--- config.mk ---
export PLATFORM = sky130hd
export DESIGN_NAME = load_settle_detector_core_flat
export DESIGN_NICKNAME = d
export VERILOG_FILES = /design/src/rtl/core/lsd_pkg.sv /design/src/rtl/core/lsd_if.sv /design/src/rtl/core/lsd_ram.sv /design/src/rtl/core/lsd_mul.sv /design/src/rtl/core/load_settle_detector_core.sv /design/src/flat_wrapper.sv
export SDC_FILE = /design/constraint.sdc
export NUM_CORES = 2
export LEC_CHECK = 0
export ABC_AREA = 1
export BUFFER_PORTS_ARGS = -buffer_cell sky130_fd_sc_hd__buf_2
export CORE_UTILIZATION = 60
export CTS_BUF_LIST = sky130_fd_sc_hd__clkbuf_2 sky130_fd_sc_hd__clkbuf_4 sky130_fd_sc_hd__clkbuf_8
export DETAILED_ROUTE_END_ITERATION = 8
export HOLD_SLACK_MARGIN = 0.12
export PLACE_DENSITY = 0.76
export SLEW_MARGIN = 20
export SYNTH_ARGS = -nofsm -noshare
export SYNTH_HDL_FRONTEND = slang
export SYNTH_SLANG_ARGS = --single-unit
export TNS_END_PERCENT = 5
--- constraint.sdc ---
create_clock -name clk -period 12.1 [get_ports clk]
set_input_delay 1.21 -clock clk [delete_from_list [all_inputs] [get_ports clk]]
set_output_delay 1.21 -clock clk [all_outputs]
set_load 0.1 [all_outputs]
--- src/rtl/core/lsd_pkg.sv ---
// Shared types and constants of the load settle detector.
// No dependencies; lsd_if, the core and the checker import it.
`timescale 1ns / 1ps

package lsd_pkg;

  localparam int WINDOW_LEN_DEF = 10;

  localparam int SAMPLE_W   = 24;
  localparam int FRAC_W     = 8;
  localparam int THR_W      = 24;
  localparam int CFG_IDX_W  = 4;
  localparam int CFG_DATA_W = 24;

  // Configuration register indexes.
  localparam logic [CFG_IDX_W-1:0] CFG_DIRECTION          = CFG_IDX_W'(0);
  localparam logic [CFG_IDX_W-1:0] CFG_WINDOW_FRACTION    = CFG_IDX_W'(1);
  localparam logic [CFG_IDX_W-1:0] CFG_REFERENCE_WEIGHT   = CFG_IDX_W'(2);
  localparam logic [CFG_IDX_W-1:0] CFG_VARIANCE_THRESHOLD = CFG_IDX_W'(3);

  // Register values after reset.
  localparam logic                       DIRECTION_RST = 1'b0;
  localparam logic [FRAC_W-1:0]          FRACTION_RST  = FRAC_W'(192);
  localparam logic signed [SAMPLE_W-1:0] REFERENCE_RST = '0;
  localparam logic [THR_W-1:0]           THRESHOLD_RST = THR_W'(1024);

  typedef enum logic [3:0] {
    ST_IDLE,
    ST_TEST,
    ST_GATE,
    ST_ACCUM,
    ST_SQUARE,
    ST_DIVIDE,
    ST_FIX,
    ST_CORRECT,
    ST_FINISH
  } lsd_state_t;

endpackage

--- src/rtl/core/lsd_if.sv ---
// Channel interfaces of the load settle detector: sample input, result output
// and configuration write. Depends on lsd_pkg.
`timescale 1ns / 1ps

interface lsd_in_if import lsd_pkg::*; ();
  logic                       valid;
  logic                       ready;
  logic signed [SAMPLE_W-1:0] sample;

  modport source (output valid, output sample, input ready);
  modport sink   (input valid, input sample, output ready);
endinterface

interface lsd_out_if import lsd_pkg::*; ();
  logic                       valid;
  logic                       ready;
  logic                       in_window;
  logic                       settled;
  logic signed [SAMPLE_W-1:0] window_mean;

  modport source (output valid, output in_window, output settled, output window_mean,
                  input ready);
  modport sink   (input valid, input in_window, input settled, input window_mean,
                  output ready);
endinterface

interface lsd_cfg_if import lsd_pkg::*; ();
  logic                  valid;
  logic                  ready;
  logic [CFG_IDX_W-1:0]  index;
  logic [CFG_DATA_W-1:0] data;

  modport source (output valid, output index, output data, input ready);
  modport sink   (input valid, input index, input data, output ready);
endinterface

--- src/rtl/core/lsd_ram.sv ---
// Generic single-write, single-read RAM with registered read data.
// No dependencies.
`timescale 1ns / 1ps

module lsd_ram #(
  parameter int WIDTH = 24,
  parameter int DEPTH = 10,
  localparam int AW = (DEPTH > 1) ? $clog2(DEPTH) : 1
) (
  input  logic             clk,
  input  logic             we,
  input  logic [AW-1:0]    waddr,
  input  logic [WIDTH-1:0] wdata,
  input  logic             re,
  input  logic [AW-1:0]    raddr,
  output logic [WIDTH-1:0] rdata_r
);

  logic [WIDTH-1:0] mem_r [DEPTH];

  always_ff @(posedge clk) begin
    if (we) begin
      mem_r[waddr] <= wdata;
    end
    if (re) begin
      rdata_r <= mem_r[raddr];
    end
  end

endmodule

--- src/rtl/core/lsd_mul.sv ---
// Shared unsigned multiplier of the load settle detector, one register stage.
// No dependencies.
`timescale 1ns / 1ps

module lsd_mul #(
  parameter int OP_W = 28
) (
  input  logic              clk,
  input  logic [OP_W-1:0]   op_a,
  input  logic [OP_W-1:0]   op_b,
  output logic [2*OP_W-1:0] prod_r
);

  always_ff @(posedge clk) begin
    prod_r <= op_a * op_b;
  end

endmodule

--- src/rtl/core/load_settle_detector_core.sv ---
// One item is processed at a time: in_ch.ready is low from an accepted item until its
// result is loaded into the output register, which waits while an earlier result is not
// taken. An in-window sample also walks the whole window, one RAM read and one multiplier
// pass per entry, before its result; an out-of-window sample skips the walk. Reset
// (synchronous, active low) restores the register defaults, zeroes the write slot and
// marks every window entry invalid (reads as zero).
`timescale 1ns / 1ps

// Depends on lsd_pkg, lsd_if, lsd_ram and lsd_mul.
module load_settle_detector_core import lsd_pkg::*; #(
  parameter int WINDOW_LEN = WINDOW_LEN_DEF
) (
  input  logic      clk,
  input  logic      rst_n,
  lsd_in_if.sink    in_ch,
  lsd_out_if.source out_ch,
  lsd_cfg_if.sink   cfg_ch
);

  // Widths derived from the window length. The signed sum of all entries needs
  // SW bits, the sum of squares QW bits, and DW covers both N*Q and S*S.
  localparam int AW = $clog2(WINDOW_LEN);
  localparam int NW = $clog2(WINDOW_LEN + 1);
  localparam int SW = SAMPLE_W + AW;
  localparam int QW = 2 * SAMPLE_W - 1 + AW;
  localparam int DW = 2 * SW + NW;
  localparam int CW = $clog2(WINDOW_LEN + 2);
  localparam int GW = SAMPLE_W + FRAC_W + 2;

  // Floor reciprocal of N scaled by 2^SW. The quotient estimate it gives is at
  // most one below the true quotient, so one correction step is enough.
  localparam logic [SW-1:0]   RECIP     = SW'((64'd1 << SW) / WINDOW_LEN);
  localparam logic [SW-1:0]   LEN_SW    = SW'(WINDOW_LEN);
  localparam logic [DW-1:0]   LEN_DW    = DW'(WINDOW_LEN);
  localparam logic [2*NW-1:0] LEN_SQ    = (2 * NW)'(WINDOW_LEN * WINDOW_LEN);
  localparam logic [CW-1:0]   CNT_LEN   = CW'(WINDOW_LEN);
  localparam logic [CW-1:0]   CNT_LAST  = CW'(WINDOW_LEN + 1);
  localparam logic [AW-1:0]   SLOT_LAST = AW'(WINDOW_LEN - 1);
  localparam logic [FRAC_W:0] FRAC_ONE  = (FRAC_W + 1)'(1 << FRAC_W);

  // Configuration registers.
  logic                       dir_r;
  logic [FRAC_W-1:0]          frac_r;
  logic signed [SAMPLE_W-1:0] ref_r;
  logic [THR_W-1:0]           thr_r;

  // Sequencer and window bookkeeping.
  lsd_state_t                 state_r, state_nxt;
  logic [AW-1:0]              slot_r;
  logic [WINDOW_LEN-1:0]      vld_r;
  logic [CW-1:0]              cnt_r;
  logic                       rd_vld_r;

  // Working registers of one item.
  logic signed [SAMPLE_W-1:0] x_r;
  logic                       pass_r;
  logic signed [SW-1:0]       sum_r;
  logic [QW-1:0]              sq_r;
  logic [DW-1:0]              lim_r;
  logic [DW-1:0]              ssq_r;
  logic [DW-1:0]              nq_r;
  logic [SW-1:0]              qest_r;
  logic [SW-1:0]              q_r;
  logic                       settled_r;

  // Output register.
  logic                       out_valid_r;
  logic                       out_in_window_r;
  logic                       out_settled_r;
  logic signed [SAMPLE_W-1:0] out_mean_r;

  // Combinational signals.
  logic                       in_acc;
  logic                       out_free;
  logic                       ram_re;
  logic [AW-1:0]              ram_raddr;
  logic [SAMPLE_W-1:0]        ram_q;
  logic [SW-1:0]              mul_a;
  logic [SW-1:0]              mul_b;
  logic [2*SW-1:0]            mul_p;
  logic [FRAC_W:0]            gain;
  logic [SAMPLE_W-1:0]        ref_abs;
  logic signed [SAMPLE_W-1:0] samp;
  logic [SAMPLE_W-1:0]        samp_abs;
  logic [SW-1:0]              sum_abs;
  logic [SAMPLE_W+FRAC_W-1:0] rhs_mag;
  logic signed [GW-1:0]       lhs;
  logic signed [GW-1:0]       rhs;
  logic                       pass_now;
  logic [SW-1:0]              rem;
  logic [SW-1:0]              mean_full;

  assign in_ch.ready  = (state_r == ST_IDLE);
  assign in_acc       = in_ch.valid && in_ch.ready;
  assign cfg_ch.ready = 1'b1;
  assign out_free     = !out_valid_r || out_ch.ready;

  assign out_ch.valid       = out_valid_r;
  assign out_ch.in_window   = out_in_window_r;
  assign out_ch.settled     = out_settled_r;
  assign out_ch.window_mean = out_mean_r;

  // ---------------------------------------------------------------------------
  // Configuration writes. Unknown indexes are dropped.
  // ---------------------------------------------------------------------------
  always_ff @(posedge clk) begin
    if (!rst_n) begin
      dir_r  <= DIRECTION_RST;
      frac_r <= FRACTION_RST;
      ref_r  <= REFERENCE_RST;
      thr_r  <= THRESHOLD_RST;
    end else if (cfg_ch.valid && cfg_ch.ready) begin
      unique case (cfg_ch.index)
        CFG_DIRECTION:          dir_r  <= cfg_ch.data[0];
        CFG_WINDOW_FRACTION:    frac_r <= cfg_ch.data[FRAC_W-1:0];
        CFG_REFERENCE_WEIGHT:   ref_r  <= signed'(cfg_ch.data[SAMPLE_W-1:0]);
        CFG_VARIANCE_THRESHOLD: thr_r  <= cfg_ch.data[THR_W-1:0];
        default: ;
      endcase
    end
  end

  // ---------------------------------------------------------------------------
  // Sample window. The RAM holds the data; a valid bit per entry makes entries
  // that were never written since reset read as zero.
  // ---------------------------------------------------------------------------
  assign ram_re    = (state_r == ST_ACCUM) && (cnt_r < CNT_LEN);
  assign ram_raddr = cnt_r[AW-1:0];

  lsd_ram #(
    .WIDTH (SAMPLE_W),
    .DEPTH (WINDOW_LEN)
  ) u_window (
    .clk     (clk),
    .we      (in_acc),
    .waddr   (slot_r),
    .wdata   (in_ch.sample),
    .re      (ram_re),
    .raddr   (ram_raddr),
    .rdata_r (ram_q)
  );

  always_ff @(posedge clk) begin
    if (!rst_n) begin
      slot_r   <= '0;
      vld_r    <= '0;
      rd_vld_r <= 1'b0;
    end else begin
      if (in_acc) begin
        vld_r[slot_r] <= 1'b1;
        slot_r        <= (slot_r == SLOT_LAST) ? '0 : slot_r + AW'(1);
      end
      if (ram_re) begin
        rd_vld_r <= vld_r[ram_raddr];
      end
    end
  end

  // ---------------------------------------------------------------------------
  // Operand selection for the shared multiplier. Its product is registered and appears
  // in the cycle after the operands are presented.
  // ---------------------------------------------------------------------------
  assign gain      = dir_r ? (FRAC_ONE - {1'b0, frac_r}) : {1'b0, frac_r};
  assign ref_abs   = ref_r[SAMPLE_W-1] ? SAMPLE_W'(-ref_r) : SAMPLE_W'(ref_r);
  assign samp      = rd_vld_r ? signed'(ram_q) : '0;
  assign samp_abs  = samp[SAMPLE_W-1] ? SAMPLE_W'(-samp) : SAMPLE_W'(samp);
  assign sum_abs   = sum_r[SW-1] ? SW'(-sum_r) : SW'(sum_r);

  always_comb begin
    mul_a = '0;
    mul_b = '0;
    unique case (state_r)
      ST_TEST: begin
        mul_a = SW'(gain);
        mul_b = SW'(ref_abs);
      end
      ST_GATE: begin
        mul_a = SW'(thr_r);
        mul_b = SW'(LEN_SQ);
      end
      ST_ACCUM: begin
        mul_a = SW'(samp_abs);
        mul_b = SW'(samp_abs);
      end
      ST_SQUARE: begin
        mul_a = sum_abs;
        mul_b = sum_abs;
      end
      ST_DIVIDE: begin
        mul_a = sum_abs;
        mul_b = RECIP;
      end
      default: ;
    endcase
  end

  lsd_mul #(
    .OP_W (SW)
  ) u_mul (
    .clk    (clk),
    .op_a   (mul_a),
    .op_b   (mul_b),
    .prod_r (mul_p)
  );

  // ---------------------------------------------------------------------------
  // Window test. In lift direction the sample times 256 must exceed f*R; in
  // lower direction it must fall below (256-f)*R. The product magnitude comes
  // from the multiplier and takes the sign of the reference.
  // ---------------------------------------------------------------------------
  assign rhs_mag  = mul_p[SAMPLE_W+FRAC_W-1:0];
  assign lhs      = {{2{x_r[SAMPLE_W-1]}}, x_r, {FRAC_W{1'b0}}};
  assign rhs      = ref_r[SAMPLE_W-1] ? -signed'({2'b00, rhs_mag}) : signed'({2'b00, rhs_mag});
  assign pass_now = dir_r ? (lhs < rhs) : (lhs > rhs);

  // Quotient correction and sign restore for the mean (truncation toward zero).
  assign rem       = sum_abs - qest_r * LEN_SW;
  assign mean_full = sum_r[SW-1] ? (~q_r + SW'(1)) : q_r;

  // ---------------------------------------------------------------------------
  // Sequencer.
  // ---------------------------------------------------------------------------
  always_ff @(posedge clk) begin
    if (!rst_n) begin
      state_r <= ST_IDLE;
    end else begin
      state_r <= state_nxt;
    end
  end

  always_comb begin
    state_nxt = state_r;
    unique case (state_r)
      ST_IDLE:    if (in_acc) state_nxt = ST_TEST;
      ST_TEST:    state_nxt = ST_GATE;
      ST_GATE:    state_nxt = pass_now ? ST_ACCUM : ST_FINISH;
      ST_ACCUM:   if (cnt_r == CNT_LAST) state_nxt = ST_SQUARE;
      ST_SQUARE:  state_nxt = ST_DIVIDE;
      ST_DIVIDE:  state_nxt = ST_FIX;
      ST_FIX:     state_nxt = ST_CORRECT;
      ST_CORRECT: state_nxt = ST_FINISH;
      ST_FINISH:  if (out_free) state_nxt = ST_IDLE;
      default:    state_nxt = ST_IDLE;
    endcase
  end

  // Window walk counter. In the accumulate state, count c reads entry c, adds
  // entry c-1 (read data now valid) to the sum and squares it, and adds the
  // square of entry c-2 to the sum of squares. At count zero the product holds
  // threshold * N * N.
  always_ff @(posedge clk) begin
    if (!rst_n) begin
      cnt_r <= '0;
    end else if (state_r == ST_GATE) begin
      cnt_r <= '0;
    end else if (state_r == ST_ACCUM) begin
      cnt_r <= cnt_r + CW'(1);
    end
  end

  always_ff @(posedge clk) begin
    unique case (state_r)
      ST_IDLE: begin
        if (in_acc) begin
          x_r <= in_ch.sample;
        end
      end
      ST_GATE: begin
        pass_r <= pass_now;
        sum_r  <= '0;
        sq_r   <= '0;
      end
      ST_ACCUM: begin
        if (cnt_r == '0) begin
          lim_r <= DW'(mul_p);
        end
        if ((cnt_r != '0) && (cnt_r <= CNT_LEN)) begin
          sum_r <= sum_r + SW'(samp);
        end
        if (cnt_r >= CW'(2)) begin
          sq_r <= sq_r + QW'(mul_p);
        end
      end
      ST_DIVIDE: begin
        ssq_r <= DW'(mul_p);
        nq_r  <= DW'(sq_r) * LEN_DW;
      end
      ST_FIX: begin
        qest_r    <= mul_p[2*SW-1:SW];
        settled_r <= (nq_r - ssq_r) < lim_r;
      end
      ST_CORRECT: begin
        q_r <= qest_r + SW'(rem >= LEN_SW);
      end
      default: ;
    endcase
  end

  // ---------------------------------------------------------------------------
  // Output register. It is loaded when the sequencer finishes an item and the
  // previous result has been taken.
  // ---------------------------------------------------------------------------
  always_ff @(posedge clk) begin
    if (!rst_n) begin
      out_valid_r <= 1'b0;
    end else if ((state_r == ST_FINISH) && out_free) begin
      out_valid_r <= 1'b1;
    end else if (out_ch.ready) begin
      out_valid_r <= 1'b0;
    end
  end

  always_ff @(posedge clk) begin
    if ((state_r == ST_FINISH) && out_free) begin
      out_in_window_r <= pass_r;
      out_settled_r   <= pass_r && settled_r;
      out_mean_r      <= pass_r ? signed'(mean_full[SAMPLE_W-1:0]) : '0;
    end
  end

endmodule

--- src/flat_wrapper.sv ---
// flat-port wrapper written by rule: the top's interface ports become plain ports
module load_settle_detector_core_flat import lsd_pkg::*;
#(
  parameter int WINDOW_LEN = WINDOW_LEN_DEF
)
  (clk, rst_n, in_ch_valid, in_ch_sample, in_ch_ready, out_ch_valid, out_ch_in_window, out_ch_settled, out_ch_window_mean, out_ch_ready, cfg_ch_valid, cfg_ch_index, cfg_ch_data, cfg_ch_ready);
  lsd_in_if in_ch_i ();
  lsd_out_if out_ch_i ();
  lsd_cfg_if cfg_ch_i ();
  input  logic clk;
  input  logic rst_n;
  input wire logic [$bits(in_ch_i.valid)-1:0] in_ch_valid;
  input wire logic [$bits(in_ch_i.sample)-1:0] in_ch_sample;
  output wire logic [$bits(in_ch_i.ready)-1:0] in_ch_ready;
  output wire logic [$bits(out_ch_i.valid)-1:0] out_ch_valid;
  output wire logic [$bits(out_ch_i.in_window)-1:0] out_ch_in_window;
  output wire logic [$bits(out_ch_i.settled)-1:0] out_ch_settled;
  output wire logic [$bits(out_ch_i.window_mean)-1:0] out_ch_window_mean;
  input wire logic [$bits(out_ch_i.ready)-1:0] out_ch_ready;
  input wire logic [$bits(cfg_ch_i.valid)-1:0] cfg_ch_valid;
  input wire logic [$bits(cfg_ch_i.index)-1:0] cfg_ch_index;
  input wire logic [$bits(cfg_ch_i.data)-1:0] cfg_ch_data;
  output wire logic [$bits(cfg_ch_i.ready)-1:0] cfg_ch_ready;
  assign in_ch_i.valid = in_ch_valid;
  assign in_ch_i.sample = in_ch_sample;
  assign in_ch_ready = in_ch_i.ready;
  assign out_ch_valid = out_ch_i.valid;
  assign out_ch_in_window = out_ch_i.in_window;
  assign out_ch_settled = out_ch_i.settled;
  assign out_ch_window_mean = out_ch_i.window_mean;
  assign out_ch_i.ready = out_ch_ready;
  assign cfg_ch_i.valid = cfg_ch_valid;
  assign cfg_ch_i.index = cfg_ch_index;
  assign cfg_ch_i.data = cfg_ch_data;
  assign cfg_ch_ready = cfg_ch_i.ready;
  load_settle_detector_core #(.WINDOW_LEN(WINDOW_LEN)) u_core (.clk(clk), .rst_n(rst_n), .in_ch(in_ch_i), .out_ch(out_ch_i), .cfg_ch(cfg_ch_i));
endmodule
Yosys cells after proc, flatten, opt, wreduce, memory -nomap -nowiden:

Memory sizes are Yosys's and may differ from the RTL's. A register that Yosys moved wholly into a read port is not among the register bits.
Cells that the tools add are included.

* add/sub/neg operators: 13
* multipliers: 3
* magnitude comparators: 10
* eq/ne operators: 18
* muxes and demuxes: 28
* bitwise gates (word level): 3
* reduce and logical (&&, ||, !) cells: 25

Operators by type and width (number)
* $pmux W28 S5: 1
* $pmux W28 S4: 1
* $pmux W51 S2: 1
* $mux W24: 4
* $lt A60 B56 Y1: 1
* $sub A55 B56 Y57: 1
* $mul A28 B28 Y56: 1
* $mux W28: 2
* $pmux W28 S2: 1
* $mul A51 B3 Y54 const B: 1
* $add A51 B51 Y51: 1
* $mux W51: 1
* $neg A24 Y24: 2
* $pmux W4 S9: 1
* $gt A32 B34 Y1: 1
* $lt A32 B34 Y1: 1
* $mux W34: 1
* $neg A32 Y34: 1
* $add A28 B24 Y28: 1
* $ge A28 B4 Y1 const B: 1
* $mul A28 B3 Y27 const B: 1
* $neg A28 Y28: 1
* $sub A28 B28 Y28: 1
* $add A24 B1 Y24: 1
* 31 further kinds: 71

* register bits: 486
* bits in writable memories: 240
* input bits: 57
* output and inout bits: 29
* memories kept: 1

Memory list
* u_core.u_window.mem_r: depth 10, bits a word 24, read ports 1, clocked after Yosys merged registers in 1, write ports 1, line lsd_ram.sv:19 `logic [WIDTH-1:0] mem_r [DEPTH];`

Depth between registers and ports, before layout:

* word-level depth: 6
* depth in mapped cells: 47
* mapped depth without buffers: 44

By module:

A second synthesis with hierarchy kept.

* cell total of the unflattened synthesis: 9589
* area total of the unflattened synthesis: 75399.8 sq um

By module, submodules not included
* load_settle_detector_core: times used 1, cells each 4680, area each 35532.8 sq um, sequential area each 12071.6 sq um
* lsd_mul: times used 1, cells each 3950, area each 29074.1 sq um, sequential area each 1121.1 sq um
* lsd_ram: times used 1, cells each 959, area each 10792.9 sq um, sequential area each 7927.6 sq um

Least setup slack after synthesis:

OpenSTA, ideal clock, no wires.

* path kind: register to register
* start: register u_core.state_r[2]
* end: register u_core.u_mul.prod_r[50]
* library setup time: 0.127 ns
* arrival time: 10.848 ns
* data required time: 11.973 ns
* setup slack: 1.126 ns
* stages on the path, launching flop included: 31
* period minus slack after synthesis: 10.974 ns
* cells stage by stage: dfxtp_1 inv_1 nor2_1 inv_2 nor2_2 clkinv_1 nand4_1 clkbuf_1 nand2_1 fa_1 inv_1 fa_1 fa_1 inv_1 fa_1 inv_1 fa_1 fa_1 inv_1 fa_1 inv_1 ha_1 a21oi_1 nor2_1 nor2_1 o21ai_0 a21oi_1 nand3_1 a21oi_1 o21ai_0 xor2_1

* cells in the longest elaborated chain, start to end: 4

Ends and longest elaborated chain
* from (decl): line load_settle_detector_core.sv:48 `lsd_state_t state_r, state_nxt;`
* from (signal assigned): line load_settle_detector_core.sv:227 `state_r <= state_nxt;`
* $eq A4 B3 Y1: line load_settle_detector_core.sv:172 `unique case (state_r)`
* $reduce_or A2 Y1 (no line)
* $pmux W28 S4: line load_settle_detector_core.sv:172
* $mul A28 B28 Y56 *: line lsd_mul.sv:15 `prod_r <= op_a * op_b;`
* to (signal assigned): line lsd_mul.sv:15
* to (decl): line lsd_mul.sv:11 `output logic [2*OP_W-1:0] prod_r`

Every way passes the cells marked *; elsewhere a longest branch is shown, timed or not.
A chain may end at the register's enable or synchronous reset.

Worst setup path after layout:

* start: register u_core.rd_vld_r
* end: register u_core.u_mul.prod_r[55]

* cells in the longest elaborated chain, start to end: 5

Ends and longest elaborated chain
* from (decl): line load_settle_detector_core.sv:52 `logic rd_vld_r;`
* from (signal assigned): line load_settle_detector_core.sv:154 `rd_vld_r <= vld_r[ram_raddr];`
* $mux W24 *: line load_settle_detector_core.sv:165 `assign samp = rd_vld_r ? signed'(ram_q) : '0;`
* $neg A24 Y24: line load_settle_detector_core.sv:166 `assign samp_abs = samp[SAMPLE_W-1] ? SAMPLE_W'(-samp) : SAMPLE_W'(samp);`
* $mux W24 *: line load_settle_detector_core.sv:166
* $pmux W28 S5 / $pmux W28 S4 (equally long branches): line load_settle_detector_core.sv:172
* $mul A28 B28 Y56 *: line lsd_mul.sv:15

Marked as above.

==> qor.txt <==
die span in y = 350 µm
clock share of power = 24.1%
CTS sink cnt = 749
most common cell after layout, fill and taps aside = inv_1
Fillers = 10300
initial antenna violation count = 13
Worst Setup End Kind = flop
Tot GR Track Use = 40.8%
min cycle time layout = 10820 ps
Die ar. = 123000 µm²
Crit Reg-Reg Endpoint = u_core.u_mul.prod_r[55]
DRT Pass-1 Iters = 7
Post-synth ARST share = 0%
switching share of power = 43.2%
Slew Limit Fails = 0
I/O pin cnt = 86
worst flop-to-flop path startpoint = u_core.rd_vld_r
Top FF cell, synth = edfxtp_1
RSZ-0062 raised after global routing = false
VDD IR max = 0.000143 V
post-route antenna net violation count = 0
Synth Warn # = 0
pre-CTS WS = 1590 ps
Worst Path Arrival = 11530 ps
Crit-path slowest cell = dfxtp_1
Synth Area in Adders = 29.0%
Reg power frac = 34.6%
final hold viol count = 0
Root Buffer Master = clkbuf_8
number of CTS-inserted buffers = 120
post-route clock period utilization = 89.5%
HPWL reported at the end of detailed placement = 194 mm
Crit path largest cell delay = 1020 ps
Core Region = 120000 µm²
#FFs+latches synth = 749
postcts setup bufs = 0
worst-path fanout max = 25
r2r worst-path depth = 36
commonest cells after routing, fill and taps aside = inv_1 (1809), nand2_1 (1552), nor2_1 (976), fa_1 (680), edfxtp_1 (612)
Syn Inst Count = 8805
Synth Area in XOR/XNOR = 2.93%
Routed WL = 249 mm
largest family of logic cells by synthesized area = adder cells
# setup viols final = 0
syn_area_per_cell = 8.27 µm²
P_int = 0.00559 W
Post-synth EDFFs = 612
synth-to-layout area growth = 6.82%
post-DR wirelength/cell = 23.4 µm
post-CTS resize count = 0
vias in the first global route = 61500
number of remaining DRC errors = 0
outcome = complete, no violations
pin count of the biggest net entering global routing = 107
CP Capture Point = u_core.u_mul.prod_r[55]
most used cell, CP = nand2_1
TritonCTS clock tree = done
Clock Skew = 82.6 ps
Vias per Instance = 5.85
compound-gate portion of the synthesized area = 11.2%
Setup crit start kind = flop
I/O Buffers = 84
setup ws final = 1280 ps
share of layout cells above drive strength 1 = 5.63%
slew at the pin closest to its max-slew limit = 1230 ps
final net count = 10300
post-synthesis sequential area ratio = 29.0%
Worst slew margin = 17.5%
Die Span X = 350 µm
P_sw = 0.00425 W
Power Dens Cells = 126 nW/µm²
Hold Crit Class = flop to flop
Peak Freq = 0.0924 GHz
number of max-cap violations = 0
area taken by multi-input logic gates = 44000 µm²
Rows = 127
H-tree Lvls = 3
post-synthesis mux area share = 0%
hold-fix buffer count after cts = 0
Clock Pin Slew Worst Setup and Hold Paths = 60 ps
Distinct cells, synth = 69
drt first-iter violations = 6796
remaining global-route overflow = 0
flop2flop setup slack = 1280 ps
Simple-Gate Fraction of Synth Area = 17.0%
first-pass GRT wire length = 370 mm
Post-Syn Area = 72800 µm²
starting density of the core = 60.6%
critical path required time = 12810 ps
Seq. cell area = 21100 µm²
Skew-Pair Late Insertion Delay = 880 ps
CTS Buffer Depth = 3
DR vias = 62300
Leakage Power = 38.1 nW
Worst Setup SP = u_core.rd_vld_r
Logic pwr share = 41.3%
Crit Path Category = flop to flop
setup TNS = 0 ps
Placer Congestion = 1.06
-- logic make-up after synthesis --
logic type	count (synthesis)
AND/OR/NAND/NOR	3029
flip-flops	749
XOR/XNOR	243
AO/OA/AOI/OAI	1453
buffers and inverters	2048
other	2
adder cells (fa/ha/maj)	1281
-- sequential cells by signal (all words and copies together), names as in the netlist, 27 cells and up --
name                   cells
u_core.lim_r              56
u_core.u_mul.prod_r       56
u_core.nq_r               54
u_core.sq_r               51
u_core.sum_r              28
u_core.ssq_r              56
u_core.u_window.mem_r    240
u_core.qest_r             27
-- worst min path at each step --
stage	startpoint	depth (start not counted)	endpoint	slack [ps]
6_report	u_core.vld_r[2]	2	u_core.vld_r[2]	470
5_1_grt	u_core.thr_r[0]	2	u_core.thr_r[0]	490
4_1_cts	u_core.vld_r[2]	2	u_core.vld_r[2]	470
3_5_place_dp	u_core.vld_r[2]	2	u_core.vld_r[2]	460
3_3_place_gp	u_core.vld_r[0]	2	u_core.vld_r[0]	440
2_1_floorplan	u_core.u_mul.prod_r[55]	0	u_core.lim_r[55]	400
-- synth_stat cells (5+ instances only) --
library cell  count  area (µm²)
fa_1            680       13600
nand3_2          12         120
nand2_2           9        56.3
a21oi_1         538        2690
xnor2_1          81         709
o21ai_1          13        65.1
o31ai_1           8        60.1
a31oi_1          70         438
inv_1          1811        6800
buf_1            12        45.0
or2_2             7        43.8
a21boi_0         19         143
clkbuf_1         96         360
nand2_1        1552        5830
a311oi_1          5        43.8
and3_1           15        93.8
nand3_1         208        1040
buf_6            10         113
a21o_1           50         375
a211oi_1         11        82.6
nor3_2            5        50.1
edfxtp_1        612       18400
o21ai_0         523        2620
nand3b_1         12        90.1
o21a_1           47         353
nor4_1           27         169
nand4_1          56         350
dfxtp_1         137        2740
inv_2            31         116
and2_1            5        31.3
xor2_1          161        1410
o211ai_1         43         323
buf_4            17         128
nor3_1          100         500
o211ai_2          5        62.6
clkinv_1          8        30.0
ha_1            601        7520
nor2_1          986        3700
o22ai_1          50         313
buf_2            62         310
o21bai_1         36         270
nor2_2           20         125
o21ai_2           5        43.8
-- worst max-delay path: cells and delay by family, from the launching register on --
| family | cells | cell delay [ps] |
|---|---|---|
| DFF | 1 | 1020 |
| adders and majority gates | 9 | 4440 |
| and+or+nand+nor | 17 | 3340 |
| xor gates and xnor gates | 1 | 180 |
| buffers and inverters | 7 | 1450 |
| AOI/OAI and AO/OA | 2 | 220 |
-- final cells by class --
cell class	count	share of cell area (%)
multi-input combinational	6026	56.6
sequential	749	27.2
inverter	1851	8.94
tap	1612	2.59
clock buffer	159	2.56
timing repair buffer	169	1.38
clock inverter	66	0.761
antenna	7	0.0225
-- per-layer routing --
metal / global-route usage [%] / vias up / share of wire [%]
li1: - / 28300 / -
met1: 52.7 / 29800 / 39
met2: 61.2 / 3338 / 43
met3: 12.7 / 837 / 12
met4: 22.2 / 18 / 6.4
met5: 0 / - / 0.048
-- stage by stage --
step                      utilization [%]  instances  cell area, µm²  hold WS, ps  total power, W
final                                64.8      10600           77800          472         0.00984
after global routing                 64.8      10600           77800          489          0.0103
after CTS                            64.7      10600           77800          471         0.00975
after detailed placement             62.6      10400           75200          456         0.00738
after global placement               62.6      10400           75200          445         0.00731
after floorplan                         -       8823           72900          404         0.00600
-- power by group through the flow --
stage                     clock (W)  sequential [W]  combinational (W)
final                       0.00237         0.00341            0.00406
after global routing        0.00249         0.00342            0.00442
after CTS                   0.00240         0.00340            0.00396
after detailed placement          0         0.00345            0.00393
after global placement            0         0.00344            0.00387
after floorplan                   0         0.00335            0.00265
No activity file was read; power rests on OpenSTA's default activity.
